==> config.mk <==
export PLATFORM = sky130hd
export DESIGN_NAME = ewfs_ram
export DESIGN_NICKNAME = d
export VERILOG_FILES = /design/src/design/ewfs_ram.sv
export SDC_FILE = /design/constraint.sdc
export NUM_CORES = 1
export LEC_CHECK = 0
export BUFFER_PORTS_ARGS = -buffer_cell sky130_fd_sc_hd__clkbuf_2
export CORE_ASPECT_RATIO = 1.5
export CORE_UTILIZATION = 55
export DETAILED_ROUTE_END_ITERATION = 16
export PLACE_DENSITY = 0.76
export SKIP_LAST_GASP = 1
export SLEW_MARGIN = 20
export SYNTH_ARGS = -nofsm -noshare
export SYNTH_HDL_FRONTEND = slang
export SYNTH_SLANG_ARGS = --single-unit
==> constraint.sdc <==
create_clock -name clk -period 1.9 [get_ports clk]
set_input_delay 0.38 -clock clk [delete_from_list [all_inputs] [get_ports clk]]
set_output_delay 0.38 -clock clk [all_outputs]
set_load 0.02 [all_outputs]
==> src/design/ewfs_ram.sv <==
`default_nettype none
module ewfs_ram #(
	parameter int WIDTH = 8,
	parameter int DEPTH = 16
) (
	input  wire logic                     clk,
	input  wire logic                     we,
	input  wire logic [$clog2(DEPTH)-1:0] waddr,
	input  wire logic [WIDTH-1:0]         wdata,
	input  wire logic [$clog2(DEPTH)-1:0] raddr_a,
	input  wire logic [$clog2(DEPTH)-1:0] raddr_b,
	output logic      [WIDTH-1:0]         rdata_a,
	output logic      [WIDTH-1:0]         rdata_b
);
	logic [WIDTH-1:0] mem_q [DEPTH];

	always_ff @(posedge clk) begin
		if (we) begin
			mem_q[waddr] <= wdata;
		end
		rdata_a <= mem_q[raddr_a];
		rdata_b <= mem_q[raddr_b];
	end
endmodule
`default_nettype wire

== Yosys cells after proc, flatten, opt, wreduce, memory -nomap -nowiden ==
Memories as Yosys holds them, arrays and structs flattened. A register that Yosys moved wholly into a read port is not among the register bits.
Index checks and enable logic that the tools add are counted.
Storage, ports and cells
  logic and storage cells: 3
  input port bits: 22
  memories: 1
  register bits after elaboration: 0
  output and inout bits: 16
  bits in writable memories: 128
Cells by class
  muxes and demuxes: 2
Memories
  mem_q: words 16, width 8, rd ports 2, clocked after Yosys merged registers in 2, write ports 1, RTL line 15  | logic [WIDTH-1:0] mem_q [DEPTH];
Operator list (number)
  $mux W1: 2

== Logic depth before layout (Yosys ltp) ==
Gate-level depths: netlist (run 1).
  word-level depth: 2
  depth in mapped cells: 5

== Worst setup path after synthesis (run 1) ==
Ideal clock, no wire load.
  path kind: input-to-reg
  from: in waddr[2]
  to: mem mem_q[0][0], enable pin
  path slack: 0.027 ns
  stages: 2
  arrival time: 1.490 ns
  cell sequence: or3b_2 nor3_1
RTL lines
  from (decl): RTL line 8  | input wire logic [$clog2(DEPTH)-1:0] waddr,
  to (decl): RTL line 15
Straight into the memory's write port.

==> results.cfg, run 1 <==
[logic_synthesis]
yosysSeqAreaShare_pct = 65.6
syn_nets = 329
synthCells = 307
yosysTopAreaCellShare_pct = 60.6
syn-cell-area_sq_um = 6350
yosysTopAreaCell = edfxtp_1
ys_types = 20
synth_seq_cells = 144
synth_area_per_cell_sq_um = 20.7
ys_warn_count = 0
yosys-top-cells-area = edfxtp_1 (61%), mux4_2 (12%), mux4_1 (12%)

[pwr]
p_seq_share_pct = 46.8
internal_power_mw = 6.07
irDropWorstVdd_mv = 0.687
p_leak_nw = 2.62
pwr-share-comb_pct = 7.6
power.density_nw_per_um2 = 1030
power.switching_mw = 1.59
p_sw_share_pct = 20.8
clkPwrFrac_pct = 45.5

[setup_path]
required_ps = 2200
crit_path_start_kind = register
cp_slowest_stage_delay_ps = 580
arrival_ps = 1790
worstPathMaxFanout = 2
worst_setup_path_end_kind = register
crit_chain = mux4_1 -> a22oi_1 -> nand2_1
crit_buf_inv = 0
critical_path_class = reg2reg
crit_family = multiplexers
slowest_stage = mux4_1

[grt]
antenna_found_initial = 0
grt_pass1_wl_um = 22200
grt_max_degree = 33
grt_pass1_vias = 3666
track_usage_pct = 26.5
grt_overflow_total = 0

[place]
gp_routability_congestion = 0.777
hpwl_um = 9260
preCtsSetupSlack_ps = 87.3
portBuffers = 37

[sta]
rsz0062_at_grt = no
tightest_slew_ps = 861
finClkSkew_ps = 5.74
finalHoldViolCount = 0
clock.fmax_mhz = 671
fin_tns_setup_ps = 0
setup_viol_count_final = 0
fin_ws_ps = 411
relSlewSlack_pct = 42.4
fin_crit_ps = 1490
post-route-period-util_pct = 78.4
slew_viol_final = 0

[floorplanning]
die_h_um = 134
core_sq_um = 11100
start_util_pct = 57.1
die-area_sq_um = 12000
pin_count = 38
die_x_um = 89.7
rows = 47

[detailed_routing]
vias = 3519
drt_iter0_markers = 391
routedWlPerCell_um = 27.7
ant_nets = 0
first_pass_iters = 5
vias_per_cell = 6.66
wirelength_um = 14600
drc = 0

[clock_tree]
clock_latency_ps = 420
cts_buffers = 17
clk_pin_slew_ps = 60
ctsResizeCount = 0
ctsHoldBuffers = 0
htreeDepth = 4
cts-root-buf = clkbuf_16
cts_tree = done
cts_sinks = 144
cts.path.max_buffers = 2
post_cts_buffers = 0

[final_layout]
layout-drive-gt1-share_pct = 33.6
nFillCells = 682
diodes = 0
area_growth_pct = 17.1
nNetsFinal = 390

[status]
status = finished clean

[run]
maxCapViolCount = 0

[hold_path]
worstHoldPathType = in2reg
cell usage in the layout, fill, tap and decap left out, drive strengths merged:
cell	n
a22oi	32
and2	2
and2b	2
buf	25
bufinv	4
clkbuf	59
clkinv	5
clkinvlp	1
dfxtp	16
edfxtp	128
mux4	64
nand2	17
nand2b	2
nand3	1
nand3b	2
nor2	14
nor2b	2
nor3	4
or3b	1
cells in the mapped netlist:
| cell | n |
|---|---|
| clkdlybuf4s25_2 | 6 |
| nand2b_1 | 2 |
| and2_1 | 2 |
| nor3_1 | 4 |
| mux4_4 | 2 |
| or3b_2 | 1 |
| buf_2 | 6 |
| buf_6 | 6 |
| and2b_1 | 2 |
| buf_4 | 2 |
| nor2b_1 | 2 |
| edfxtp_1 | 128 |
| nand3_1 | 1 |
| nand3b_1 | 2 |
| nand2_1 | 17 |
| mux4_1 | 28 |
| dfxtp_1 | 16 |
| mux4_2 | 34 |
| nor2_1 | 14 |
| a22oi_1 | 32 |
through the flow:
step	hold WS (ps)	instance area (sq um)	util [%]	power, mW	cells
after floorplan	479	6350	-	4.01	307
after global placement	664	6810	61.2	4.21	496
after detailed placement	683	6810	61.2	4.23	496
after CTS	375	7430	66.8	7.68	528
after global routing	404	7430	66.8	7.84	528
final	382	7430	66.8	7.66	528
layout make-up:
class / count / area [sq um] / share of cell area (%)
Clock buffer: 22 / 464 / 6.25
Clock inverter: 10 / 160 / 2.16
Tap cell: 147 / 184 / 2.48
Timing Repair Buffer: 62 / 448 / 6.03
Sequential cell: 144 / 4160 / 56.0
Multi-Input combinational cell: 143 / 2010 / 27.0
sequential cells by signal (all words and copies together), names as in the netlist:
register  cells
rdata_a       8
rdata_b       8
mem_q       128
path summary, 6_finish.rpt:
check               start  slack, ps  cells past startpoint      endpoint
max reg2reg   mem_q[1][4]        410                      3    rdata_a[4]
min              wdata[3]        380                      1  mem_q[10][3]
min reg2reg  mem_q[12][1]        690                      3    rdata_b[1]
max           mem_q[1][4]        410                      3    rdata_a[4]
layer usage:
layer | GRT usage [%] | up-vias | share of wire, % | routed length [um]
li1 | - | 1463 | - | -
met1 | 32.1 | 1832 | 37 | 5430
met2 | 45.9 | 191 | 54 | 7910
met3 | 5.94 | 33 | 6.4 | 935
met4 | 10.9 | 0 | 2.5 | 362
met5 | 0 | - | 0 | 0
worst reg2reg max path, stage by stage (launching register included):
cell and delay, ps:
edfxtp_1 420, mux4_1 580, a22oi_1 270, nand2_1 110
cell families after synthesis:
kind of cell    synth area share, %
compound gates                 3.79
mux                            24.4
buf+inv                        2.72
simple gates                   3.43
flops                          65.6
power by group through the flow:
| stage | Combinational (mW) | Sequential, mW | Clock, mW |
|---|---|---|---|
| 3_5_place_dp | 0.581 | 3.65 | 0 |
| 4_1_cts | 0.588 | 3.59 | 3.51 |
| 3_3_place_gp | 0.566 | 3.64 | 0 |
| 2_1_floorplan | 0.320 | 3.69 | 0 |
| 5_1_grt | 0.617 | 3.59 | 3.62 |
| 6_report | 0.584 | 3.59 | 3.49 |
Note: power is estimated with default switching activity, not from simulation.
==> run 2, diff against run 1 <==
==> constraint.sdc (replaced) <==
create_clock -name clk -period 1.29 [get_ports clk]
set_input_delay 0.258 -clock clk [delete_from_list [all_inputs] [get_ports clk]]
set_output_delay 0.258 -clock clk [all_outputs]
set_load 0.02 [all_outputs]
==> results.cfg, run 2 (synthesis gave the netlist of run 1 again) <==
[clock_tree]
cts.path.max_buffers = 2
clk_pin_slew_ps = 60
post_cts_buffers = 0
cts-root-buf = clkbuf_16
cts_sinks = 144
cts_tree = done
htreeDepth = 4
cts_buffers = 17
clock_latency_ps = 420

[detailed_routing]
routedWlPerCell_um = 25.6
ant_nets = 0
vias_per_cell = 6.54
drc = 0
drt_iter0_markers = 413
vias = 3550
wirelength_um = 13900
first_pass_iters = 5

[sta]
slew_viol_final = 0
finalHoldViolCount = 0
fin_ws_ps = -145
finClkSkew_ps = 6.69
whs_ps = 256
rsz0062_at_grt = yes
tightest_slew_ps = 1080
clock.fmax_mhz = 697
setup_viol_count_final = 8
fin_crit_ps = 1430
post-route-period-util_pct = 111
relSlewSlack_pct = 28.0

[hold_path]
whs_path_depth = 1
hold_end = mem_q[2][7]
worstHoldPathType = in2reg
hp-start = wdata[7]

[final_layout]
stdcell_count = 543
most-common-layout-cells = edfxtp_1 (128), mux4_2 (61), clkbuf_2 (37)
nNetsFinal = 405
final_common_cell = edfxtp_1
regMostFlops = mem_q
reg.largest.list = mem_q (128), rdata_a (8), rdata_b (8)
diodes = 0
postLayoutCellArea_sq_um = 7710
seqCellArea_sq_um = 4160
largest_reg_flops = 128
layout-drive-gt1-share_pct = 49.0
area_growth_pct = 21.5
multiInputGateArea_sq_um = 2020
nFillCells = 652

[grt]
track_usage_pct = 25.7
grt_pass1_vias = 3755
grt_use_met3_pct = 5.82
grt_overflow_total = 0
antenna_found_initial = 0
grt_busiest_layer = met2
grt_util_met1_pct = 30.5
grt_max_degree = 19
grt_util_met2_pct = 44.6
grt_pass1_wl_um = 21900

[pwr]
irDropWorstVdd_mv = 1.06
total_power_mw = 11.8
p_leak_nw = 2.65
power.density_nw_per_um2 = 1530

[setup_path]
worst_setup_path_end_kind = register
crit_path_start_kind = register
ff2ff_path_depth = 3
r2r-start = mem_q[2][7]
required_ps = 1580
rr_endpoint = rdata_b[7]
startpoint = mem_q[2][7]
arrival_ps = 1730
critical_path_class = reg2reg
reg2reg_setup_slack_ps = -140
worstPathMaxFanout = 2

[floorplanning]
die_x_um = 89.7
pin_count = 38
die_h_um = 134
core_sq_um = 11100
die-area_sq_um = 12000
start_util_pct = 57.1
rows = 47

[status]
status = complete, but fails checks
violations = negative setup slack

[place]
dp.cells = 511
gp_routability_congestion = 0.812
place_area_sq_um = 6960
hpwl_um = 9380
preCtsSetupSlack_ps = -409
portBuffers = 37

[run]
maxCapViolCount = 0
==> run 2: changes by cell type in the layout (fill, tap and decap cells not counted), sizes merged <==
cell,previous run,this run
buf,25,40
bufinv,4,6
clkinvlp,1,2
clkinv,5,2
==> run 2: metrics by stage <==
stage / utilization (%) / TNS (ps)
finish: 69.4 / -459
global route: 69.4 / -976
CTS: 69.2 / -490
detailed placement: 62.6 / -17600
global placement: 62.6 / -12890
floorplan: - / -1080
==> run 2: worst max-delay path by stage <==
stage | cells after the start | slack (ps) | endpoint
2_1_floorplan | 5 | -80 | rdata_a[5]
3_3_place_gp | 6 | -410 | rdata_a[6]
3_5_place_dp | 6 | -410 | rdata_a[4]
4_1_cts | 3 | -120 | rdata_a[0]
5_1_grt | 3 | -180 | rdata_b[7]
6_report | 3 | -140 | rdata_b[7]
==> run 2: metal layers <==
layer  wire (um)  vias to the layer above
li1            -                     1476
met1        4890                     1861
met2        7660                      175
met3         960                       38
met4         405                        0
met5           0                        -
==> run 2: where the power goes <==
part	total (mW)	leakage (nW)	switching [mW]	internal (mW)
clock	5.58	0.326	1.81	3.77
sequential	5.28	1.29	0.0594	5.22
combinational	0.974	1.03	0.515	0.459
total	11.8	2.65	2.38	9.45
==> run 2: critical path, cell delays in order, from the launching register on <==
cell and delay [ps]:
edfxtp_1 400, mux4_4 620, a22oi_2 190, nand2_1 100
==> run 2: final cells by class <==
class	instances	share of cell area [%]
clock buffer	22	6.15
clock inverter	10	2.66
sequential	144	54.0
multi-input combinational	143	26.2
tap	147	2.38
timing repair buffer	77	8.57
==> run 2: what timing repair did <==
item / 4_1_cts / 5_1_grt
endpoints found under the hold margin: 0 / 0
pin swaps: 3 / 4
endpoints found under the setup margin: 13 / 16
resized for setup: 11 / 7
hold buffers: 0 / 0
